`src/rtl/thrl_pkg.sv`:
```
// ----------------------------------------------------------------------------
// thrl_pkg
// shared types, codes and helpers for the text hex record loader
// ----------------------------------------------------------------------------
package thrl_pkg;

    // input operation codes
    localparam logic [1:0] OP_CHAR = 2'd0;
    localparam logic [1:0] OP_EOL  = 2'd1;
    localparam logic [1:0] OP_EOF  = 2'd2;
    localparam logic [1:0] OP_NOP  = 2'd3;

    // result kinds
    localparam logic [1:0] KIND_WRITE  = 2'd0;
    localparam logic [1:0] KIND_ERROR  = 2'd1;
    localparam logic [1:0] KIND_FINISH = 2'd2;

    // line layout
    localparam int NUM_PAIRS = 10;
    localparam logic [4:0] COL_DATA = 5'd7;
    localparam logic [4:0] COL_LAST_DATA = 5'd26;
    localparam logic [4:0] COL_PARITY_ONLY = 5'd27;
    localparam logic [4:0] COL_BAR = 5'd28;
    localparam logic [4:0] COL_SAT = 5'd29;

    localparam logic [7:0] CH_ZERO  = 8'h30;
    localparam logic [7:0] CH_X     = 8'h78;
    localparam logic [7:0] CH_COLON = 8'h3A;
    localparam logic [7:0] CH_SPACE = 8'h20;
    localparam logic [7:0] CH_BAR   = 8'h7C;

    localparam int LINE_COUNT_BITS_DEF = 16;
    localparam int LINE_NUM_W = 16;

    typedef struct packed {
        logic [1:0] op;
        logic [7:0] char_code;
    } t_in_item;

    typedef struct packed {
        logic [1:0]  kind;
        logic [12:0] write_address;
        logic [7:0]  write_data;
        logic [15:0] line_number;
        logic        load_ok;
        logic        last;
    } t_out_item;

    // controller to datapath
    typedef struct packed {
        logic take_char;
        logic end_line;
        logic end_file;
        logic emit;
        logic busy;
    } t_ctl_cmd;

    // datapath to controller
    typedef struct packed {
        logic out_free;
        logic will_emit;
        logic emit_last;
        logic halted;
    } t_ctl_sts;

    // {valid, value} of an ascii hex digit
    function automatic logic [4:0] hex_decode(input logic [7:0] ch);
        logic [4:0] r;
        r = 5'd0;
        if (ch >= 8'h30 && ch <= 8'h39) begin
            r = {1'b1, ch[3:0]};
        end else if ((ch >= 8'h61 && ch <= 8'h66) || (ch >= 8'h41 && ch <= 8'h46)) begin
            r = {1'b1, ch[3:0] + 4'd9};
        end
        return r;
    endfunction

endpackage

```
`src/rtl/thrl_ctrl.sv`:
```
// ----------------------------------------------------------------------------
// thrl_ctrl
// sequencer: takes input items and drains byte writes at line end
// ----------------------------------------------------------------------------
module thrl_ctrl (
    input  logic                i_clk,
    input  logic                i_rst_n,
    input  logic                i_in_valid,
    input  logic [1:0]          i_op,
    output logic                o_in_ready,
    input  thrl_pkg::t_ctl_sts  i_sts,
    output thrl_pkg::t_ctl_cmd  o_cmd
);

    localparam logic S_IDLE = 1'b0;
    localparam logic S_EMIT = 1'b1;

    logic r_state;
    logic n_state;
    logic w_accept;

    // items that never produce a result need no free output slot
    assign o_in_ready = (r_state == S_IDLE) &&
                        (i_sts.out_free || i_op == thrl_pkg::OP_CHAR ||
                         i_op == thrl_pkg::OP_NOP);
    assign w_accept = i_in_valid && o_in_ready;

    always_comb begin
        o_cmd.take_char = w_accept && (i_op == thrl_pkg::OP_CHAR);
        o_cmd.end_line  = w_accept && (i_op == thrl_pkg::OP_EOL);
        o_cmd.end_file  = w_accept && (i_op == thrl_pkg::OP_EOF);
        o_cmd.emit      = (r_state == S_EMIT) && i_sts.out_free;
        o_cmd.busy      = (r_state == S_EMIT);
        n_state = r_state;
        unique case (r_state)
            S_IDLE: begin
                if (o_cmd.end_line && i_sts.will_emit) begin
                    n_state = S_EMIT;
                end
            end
            S_EMIT: begin
                if (o_cmd.emit && i_sts.emit_last) begin
                    n_state = S_IDLE;
                end
            end
            default: n_state = S_IDLE;
        endcase
    end

    always_ff @(posedge i_clk) begin
        if (!i_rst_n) begin
            r_state <= S_IDLE;
        end else begin
            r_state <= n_state;
        end
    end

endmodule

```
`src/rtl/thrl_datapath.sv`:
```
// ----------------------------------------------------------------------------
// thrl_datapath
// line parser, pair store, line counter and output register
// ----------------------------------------------------------------------------
module thrl_datapath #(
    parameter int LINE_COUNT_BITS = thrl_pkg::LINE_COUNT_BITS_DEF
) (
    input  logic                i_clk,
    input  logic                i_rst_n,
    input  logic [7:0]          i_char,
    input  thrl_pkg::t_ctl_cmd  i_cmd,
    output thrl_pkg::t_ctl_sts  o_sts,
    output logic                o_out_valid,
    input  logic                i_out_ready,
    output thrl_pkg::t_out_item o_out_item
);

    localparam int PW = $clog2(thrl_pkg::NUM_PAIRS);

    logic [4:0]                      r_column;
    logic [11:0]                     r_line_address;
    logic [7:0]                      r_pair_bytes [thrl_pkg::NUM_PAIRS];
    logic [thrl_pkg::NUM_PAIRS-1:0]  r_pair_present;
    logic                            r_line_bad;
    logic                            r_first_blank;
    logic                            r_parity;
    logic [LINE_COUNT_BITS-1:0]      r_lines_seen;
    logic                            r_halted;
    logic [3:0]                      r_hi_nib;
    logic                            r_out_valid;
    thrl_pkg::t_out_item             r_out_item;

    logic [4:0]                      w_hex;
    logic                            w_is_hex;
    logic [3:0]                      w_hex_val;
    logic                            w_blank;
    logic [4:0]                      w_off;
    logic [PW-1:0]                   w_pidx;
    logic                            w_line_err;
    logic [PW-1:0]                   w_emit_idx;
    logic [thrl_pkg::NUM_PAIRS-1:0]  w_emit_bit;
    logic [15:0]                     w_line_num;
    logic                            w_char_live;
    logic                            w_out_load;

    assign w_hex     = thrl_pkg::hex_decode(i_char);
    assign w_is_hex  = w_hex[4];
    assign w_hex_val = w_hex[3:0];
    assign w_blank   = (i_char == thrl_pkg::CH_SPACE);
    assign w_off     = r_column - thrl_pkg::COL_DATA;
    assign w_pidx    = w_off[PW:1];
    assign w_char_live = i_cmd.take_char && !r_halted && (r_column < thrl_pkg::COL_SAT);

    assign w_line_err = !r_first_blank &&
                        (r_line_bad || (r_column < thrl_pkg::COL_SAT) || r_parity);

    // a new result enters the output register
    assign w_out_load = (i_cmd.end_line && !r_halted && w_line_err) || i_cmd.end_file ||
                        i_cmd.emit;

    // lowest pending pair
    always_comb begin
        w_emit_idx = '0;
        for (int i = thrl_pkg::NUM_PAIRS - 1; i >= 0; i--) begin
            if (r_pair_present[i]) begin
                w_emit_idx = PW'(i);
            end
        end
        w_emit_bit = '0;
        w_emit_bit[w_emit_idx] = 1'b1;
    end

    generate
        if (LINE_COUNT_BITS > 16) begin : g_sat
            assign w_line_num = (|r_lines_seen[LINE_COUNT_BITS-1:16]) ? 16'hFFFF
                                                                      : r_lines_seen[15:0];
        end else begin : g_ext
            assign w_line_num = 16'(r_lines_seen);
        end
    endgenerate

    always_comb begin
        o_sts.out_free  = !r_out_valid || i_out_ready;
        o_sts.will_emit = !r_halted && !w_line_err && r_pair_present[0];
        o_sts.emit_last = ((r_pair_present & ~w_emit_bit) == '0);
        o_sts.halted    = r_halted;
    end

    assign o_out_valid = r_out_valid;
    assign o_out_item  = r_out_item;

    // control state
    always_ff @(posedge i_clk) begin
        if (!i_rst_n) begin
            r_column       <= '0;
            r_line_address <= '0;
            r_pair_present <= '0;
            r_line_bad     <= 1'b0;
            r_first_blank  <= 1'b0;
            r_parity       <= 1'b0;
            r_lines_seen   <= LINE_COUNT_BITS'(1);
            r_halted       <= 1'b0;
            r_out_valid    <= 1'b0;
        end else begin
            if (w_out_load) begin
                r_out_valid <= 1'b1;
            end else if (r_out_valid && i_out_ready) begin
                r_out_valid <= 1'b0;
            end
            if (w_char_live) begin
                r_column <= r_column + 5'd1;
                priority if (r_column == 5'd0) begin
                    r_first_blank <= w_blank;
                    if (i_char != thrl_pkg::CH_ZERO) r_line_bad <= 1'b1;
                end else if (r_column == 5'd1) begin
                    if (i_char != thrl_pkg::CH_X) r_line_bad <= 1'b1;
                end else if (r_column <= 5'd4) begin
                    if (!w_is_hex) r_line_bad <= 1'b1;
                    r_line_address <= {r_line_address[7:0], w_is_hex ? w_hex_val : 4'd0};
                end else if (r_column == 5'd5) begin
                    if (i_char != thrl_pkg::CH_COLON) r_line_bad <= 1'b1;
                end else if (r_column == 5'd6) begin
                    if (i_char != thrl_pkg::CH_SPACE) r_line_bad <= 1'b1;
                end else if (r_column <= thrl_pkg::COL_LAST_DATA) begin
                    if (!w_blank) begin
                        r_parity <= ~r_parity;
                        if (!w_is_hex) r_line_bad <= 1'b1;
                        if (!w_off[0]) r_pair_present[w_pidx] <= 1'b1;
                    end
                end else if (r_column == thrl_pkg::COL_PARITY_ONLY) begin
                    if (!w_blank) r_parity <= ~r_parity;
                end else begin
                    if (i_char != thrl_pkg::CH_BAR) r_line_bad <= 1'b1;
                end
            end
            if (i_cmd.end_line && !r_halted) begin
                if (w_line_err) begin
                    r_halted    <= 1'b1;
                end
                if (r_lines_seen != {LINE_COUNT_BITS{1'b1}}) begin
                    r_lines_seen <= r_lines_seen + LINE_COUNT_BITS'(1);
                end
                r_column      <= '0;
                r_line_bad    <= 1'b0;
                r_first_blank <= 1'b0;
                r_parity      <= 1'b0;
                // line address and pair flags stay for the write drain
                if (!o_sts.will_emit) begin
                    r_line_address <= '0;
                    r_pair_present <= '0;
                end
            end
            if (i_cmd.end_file) begin
                r_column       <= '0;
                r_line_address <= '0;
                r_pair_present <= '0;
                r_line_bad     <= 1'b0;
                r_first_blank  <= 1'b0;
                r_parity       <= 1'b0;
            end
            if (i_cmd.emit) begin
                r_pair_present <= r_pair_present & ~w_emit_bit;
                if (o_sts.emit_last) r_line_address <= '0;
            end
        end
    end

    // pair bytes and output payload
    always_ff @(posedge i_clk) begin
        if (w_char_live && r_column >= thrl_pkg::COL_DATA &&
            r_column <= thrl_pkg::COL_LAST_DATA) begin
            if (!w_off[0]) begin
                r_hi_nib <= w_is_hex ? w_hex_val : 4'd0;
                r_pair_bytes[w_pidx] <= {w_is_hex ? w_hex_val : 4'd0, 4'd0};
            end else begin
                r_pair_bytes[w_pidx] <= w_is_hex ? {r_hi_nib, w_hex_val} : {4'd0, r_hi_nib};
            end
        end
        if (i_cmd.end_line && !r_halted && w_line_err) begin
            r_out_item <= '{kind: thrl_pkg::KIND_ERROR, write_address: 13'd0,
                            write_data: 8'd0, line_number: w_line_num,
                            load_ok: 1'b0, last: 1'b1};
        end
        if (i_cmd.end_file) begin
            r_out_item <= '{kind: thrl_pkg::KIND_FINISH, write_address: 13'd0,
                            write_data: 8'd0, line_number: 16'd0,
                            load_ok: !r_halted, last: 1'b1};
        end
        if (i_cmd.emit) begin
            r_out_item <= '{kind: thrl_pkg::KIND_WRITE,
                            write_address: {1'b0, r_line_address} + 13'(w_emit_idx),
                            write_data: r_pair_bytes[w_emit_idx], line_number: 16'd0,
                            load_ok: 1'b0, last: o_sts.emit_last};
        end
    end

endmodule

```
`src/rtl/text_hex_record_loader.sv`:
```
// ----------------------------------------------------------------------------
// text_hex_record_loader
// loads fixed-column hex object text into byte writes, outside a write drain one character a cycle
// ----------------------------------------------------------------------------
// usage:
//   input channel (i_in_valid / o_in_ready / i_in_item) carries one text
//   character, an end of line or an end of file per transfer
//   output channel (o_out_valid / i_out_ready / o_out_item) carries byte
//   writes, a line format error or the load finished report; last marks the
//   final result caused by one input transfer
//   characters are accepted one per cycle outside a write drain, even while a
//   result waits in the output register
//   end of line on a good line whose first pair is present drains one write per
//   present pair from the pair store, one per cycle while the output register is free;
//   no input is taken during the drain
//   end of line and end of file need a free output register: a stalled
//   receiver holds them off, and characters keep flowing meanwhile
//   error and finish results appear the cycle after their transfer; the
//   first write of a drain goes through the sequencer state, then the output register
//   synchronous active-low reset clears the line state, sets the line count
//   to one and clears the halted flag; no clearing pass is needed
// ----------------------------------------------------------------------------
module text_hex_record_loader #(
    parameter int LINE_COUNT_BITS = thrl_pkg::LINE_COUNT_BITS_DEF
) (
    input  logic                i_clk,
    input  logic                i_rst_n,
    input  logic                i_in_valid,
    output logic                o_in_ready,
    input  thrl_pkg::t_in_item  i_in_item,
    output logic                o_out_valid,
    input  logic                i_out_ready,
    output thrl_pkg::t_out_item o_out_item
);

    // command and status between sequencer and datapath
    thrl_pkg::t_ctl_cmd w_cmd;
    thrl_pkg::t_ctl_sts w_sts;

    // sequencer: decides when an input transfer happens and paces the drain
    thrl_ctrl u_ctrl (
        .i_clk      (i_clk),
        .i_rst_n    (i_rst_n),
        .i_in_valid (i_in_valid),
        .i_op       (i_in_item.op),
        .o_in_ready (o_in_ready),
        .i_sts      (w_sts),
        .o_cmd      (w_cmd)
    );

    // datapath: column checks, pair store, line counter, output register
    thrl_datapath #(
        .LINE_COUNT_BITS (LINE_COUNT_BITS)
    ) u_dp (
        .i_clk       (i_clk),
        .i_rst_n     (i_rst_n),
        .i_char      (i_in_item.char_code),
        .i_cmd       (w_cmd),
        .o_sts       (w_sts),
        .o_out_valid (o_out_valid),
        .i_out_ready (i_out_ready),
        .o_out_item  (o_out_item)
    );

    // an error result always leaves the loader halted
    a_err_halts : assert property (@(posedge i_clk) disable iff (!i_rst_n)
        (o_out_valid && o_out_item.kind == thrl_pkg::KIND_ERROR) |-> w_sts.halted)
        else $error("error result without halted state");

    // no input transfer during the write drain
    a_busy_no_in : assert property (@(posedge i_clk) disable iff (!i_rst_n)
        w_cmd.busy |-> !o_in_ready)
        else $error("input ready during write drain");

    // a drain write is only issued into a free output register
    a_emit_free : assert property (@(posedge i_clk) disable iff (!i_rst_n)
        w_cmd.emit |-> (!o_out_valid || i_out_ready))
        else $error("write issued over a waiting result");

    // reset leaves no result pending
    a_reset_clear : assert property (@(posedge i_clk)
        $past(!i_rst_n) |-> !o_out_valid)
        else $error("result valid after reset");

endmodule

```
`config.mk`:
```
export PLATFORM = sky130hd
export DESIGN_NAME = text_hex_record_loader
export DESIGN_NICKNAME = d
export VERILOG_FILES = /design/src/rtl/thrl_pkg.sv /design/src/rtl/thrl_ctrl.sv /design/src/rtl/thrl_datapath.sv /design/src/rtl/text_hex_record_loader.sv
export SDC_FILE = /design/constraint.sdc
export NUM_CORES = 1
export LEC_CHECK = 0
export ABC_AREA = 1
export BUFFER_PORTS_ARGS = -buffer_cell sky130_fd_sc_hd__buf_2
export CAP_MARGIN = 15
export CORE_ASPECT_RATIO = 1.25
export CORE_MARGIN = 5
export CORE_UTILIZATION = 50
export CTS_BUF_LIST = sky130_fd_sc_hd__clkbuf_4 sky130_fd_sc_hd__clkbuf_8
export DETAILED_ROUTE_END_ITERATION = 12
export PLACE_DENSITY = 0.68
export RECOVER_POWER = 100
export SLEW_MARGIN = 20
export SYNTH_ARGS = -nofsm -noshare
export SYNTH_HDL_FRONTEND = slang
export SYNTH_SLANG_ARGS = --single-unit
```
`constraint.sdc`:
```
create_clock -name i_clk -period 4.2 [get_ports i_clk]
set_input_delay 0.21 -clock i_clk [delete_from_list [all_inputs] [get_ports i_clk]]
set_output_delay 0.21 -clock i_clk [all_outputs]
set_load 0.03 [all_outputs]
```
==> impl_results.md <==
- Yosys top cell area share: 37.5%
- Min-Delay Endpoint: u_dp.r_lines_seen[0]
- First-pass GRT wire length: 31500 um
- Synth warn: 0
- Routed wire length: 19400 um
- Hold Path Stages: 2
- Unique cell type count in the Yosys netlist: 48
- Worst reg-to-reg path cell count: 19
- Avg Inst Size Synth: 8.53 um^2
- Synthesis-to-finish area growth: 9.55%
- Routability cong.: 0.899
- Syn Inst Count: 995
- Slew Viols, Final: 0
- 1st-iter DRT viols: 465
- Number of global-route vias before repair: 6428
- # setup viols final: 0
- R2r setup slk: 640 ps
- Wire length per cell: 15.0 um
- Max Clk Rate: 0.281 GHz
- Startpoint Class: flop
- Port buffer count: 56
- Gr ovfl total: 0
- Initial antenna violation count: 0
- Top post-synthesis cells by area: edfxtp_1 (38%), dfxtp_1 (16%), nand2_1 (8.9%), inv_1 (6.4%), nor2_1 (5.3%)
- Leak pwr: 0.00360 uW
- Seq/Total Area, Yosys: 53.5%
- Register Area: 4540 um^2
- Initial core utilization: 50.6%
- Row Count: 53
- Synthesized net count: 1024
- Crit Path Max Fanout: 15
- CTS max path bufs: 2
- CTS tree: done
- Dpl hpwl: 14200 um
- Detail Route Antenna Nets: 0
- Drt pass-1 iters: 6
- Area after DPL: 8990 um^2
- Core footprint: 16800 um^2
- H-tree Lvls: 4
- CTS resizes: 0
- Hold Crit Class: input port to flop
- Status: finished clean
- Skew final: 12.9 ps
- Critical Path Sink Type: flop
- Most common cell in the synthesized netlist: nand2_1
- Unrepaired setup endpoints after global routing: false
- Slew HR: 13.0%
- Max cap viols: 0
- Die Area: 19700 um^2
- Power per Cell Area: 364 nW/um^2
- CTS Hold Bufs: 0
- Clock transition at path regs: 100 ps
- Endpoints failing hold: 0
- Hold_ws: 69.0 ps
- Antenna Cells: 0
- Nets@finish: 1086
- Number of synthesized register bits: 174
- Num CTS Buffers: 17
- Top_reg_cell synth: edfxtp_1
- Hold_sp: i_rst_n
- Largest net degree at the start of global routing: 34
- Reg-to-Reg Start: u_dp.r_pair_present[9]
- Postcts setup bufs: 0
- Area of the multi-input gates: 3180 um^2
- Post-synth EDFFs: 106
- GRT Resource Usage Total: 20.3%
- Maximum VDD drop: 0.215 mV
- Setup TNS: 0 ps
- CTS sink cnt: 174
- Die Ht: 156 um
- Clk root buf: clkbuf_8
- CP required: 4430 ps
- Worst skew pair latency: 460 ps
- Synth cell count leaders: nand2_1 (201), inv_1 (144), nor2_1 (119)
- Die width: 127 um
- Fin area: 9300 um^2
- Vias: 6549
- Synthesized area: 8490 um^2
- Share of post-route cells with drive strength above 1: 8.50%
- Crit path DAT: 3780 ps
- Async S/R FF share, synth: 0%
- Fin crit share: 84.6%
- Min Clock Period, post-route: 3560 ps
- IO Count: 57
- Fill cells: 1596
- R2R Path End: u_dp.o_out_item[36]
- Slew @ Worst Pin: 1300 ps
- Leading area contributor after synthesis: edfxtp_1
- Vias per cell: 5.08
- Kind of critical path: flop to flop
- Post-route DRC: 0
-- kinds of logic (layout without fill, tap and decap cells) --
| group | Yosys count | count (layout) | synth area share, % |
|---|---|---|---|
| AO/OA/AOI/OAI | 155 | 155 | 10.3 |
| XOR/XNOR | 8 | 8 | 0.826 |
| adder cells (fa/ha/maj) | 15 | 15 | 2.30 |
| buffers and inverters | 181 | 256 | 8.57 |
| flip-flops | 174 | 174 | 53.5 |
| AND/OR/NAND/NOR | 462 | 462 | 24.4 |
-- layout make-up --
cell class                 instances  area share, %
tap                              220           2.96
sequential                       174           48.9
clock buffer                      18           2.66
timing repair buffer              68           3.03
clock inverter                    14           1.92
inverter                         156           6.32
multi-input combinational        640           34.2
-- power breakdown --
| part | switching [uW] | internal (uW) | leakage [uW] | total [uW] |
|---|---|---|---|---|
| combinational | 201 | 58.9 | 0.00188 | 260 |
| clock | 631 | 618 | 0.000222 | 1250 |
| sequential | 24.1 | 1850 | 0.00150 | 1870 |
| total | 855 | 2530 | 0.00360 | 3380 |
-- flip-flops by register name, summed over array words and instances, names as in the netlist --
signal	count
u_dp.r_line_bad	1
u_dp.r_hi_nib	4
u_ctrl.r_state	1
u_dp.r_line_address	12
u_dp.r_first_blank	1
u_dp.r_halted	1
u_dp.r_parity	1
u_dp.o_out_item	41
u_dp.r_column	5
u_dp.r_lines_seen	16
u_dp.r_pair_present	10
u_dp.o_out_valid	1
u_dp.r_pair_bytes	80
-- metal layers --
layer	global-route usage, %	part of all wire [%]
met1	23.9	41
met2	37.4	53
met4	6.03	1.6
met3	3.77	4.3
met5	0	0
-- worst max-delay path: stages (launching register included) --
cell,delay (ps)
dfxtp_1,400
nand2_1,70
nand2_1,50
nand2_1,50
nand2_1,70
nand2_2,40
nand2_1,350
nand2_4,190
a21oi_4,400
ha_1,260
fa_1,210
nand3_1,70
and2_1,160
or2_2,280
nor2_1,130
nand2_1,80
nor2_1,190
inv_1,80
o21ai_0,160
nor2_1,70
-- how the worst max path moves through the flow --
stage,startpoint,endpoint
5_1_grt,u_dp.r_pair_present[8],u_dp.o_out_item[36]
4_1_cts,u_dp.r_pair_present[8],u_dp.o_out_item[36]
3_5_place_dp,u_dp.r_pair_present[8],u_dp.o_out_item[36]
3_3_place_gp,u_dp.r_pair_present[8],u_dp.o_out_item[36]
2_1_floorplan,u_dp.r_pair_present[9],u_dp.o_out_item[36]
6_report,u_dp.r_pair_present[9],u_dp.o_out_item[36]
-- metrics by stage --
step | instances | total power (uW) | utilization (%) | setup WS, ps
3_5_place_dp | 1258 | 2190 | 53.6 | 924
6_report | 1290 | 3380 | 55.4 | 645
4_1_cts | 1290 | 3420 | 56.1 | 913
2_1_floorplan | 995 | 2100 | - | 1310
5_1_grt | 1290 | 3510 | 55.4 | 282
3_3_place_gp | 1258 | 2190 | 53.6 | 1010
-- layout by cell type (no fill, tap or decap), types with 4 or more instances in the layout --
cell type,n
nand3_1,51
clkbuf_8,18
o21ai_1,4
nand2_2,4
inv_1,146
nor4_1,5
a21oi_1,65
ha_1,14
nor3b_1,4
dfxtp_1,68
o21ai_0,59
nand3b_1,4
a31oi_1,6
inv_2,7
nor3_1,21
and3_1,4
nor2_2,4
buf_2,12
xor2_1,6
nand2_1,203
edfxtp_1,106
a21oi_2,11
nand4_1,25
nor2_1,123
clkbuf_1,53
nand2_4,4
Power figures use the tool's default switching activity.
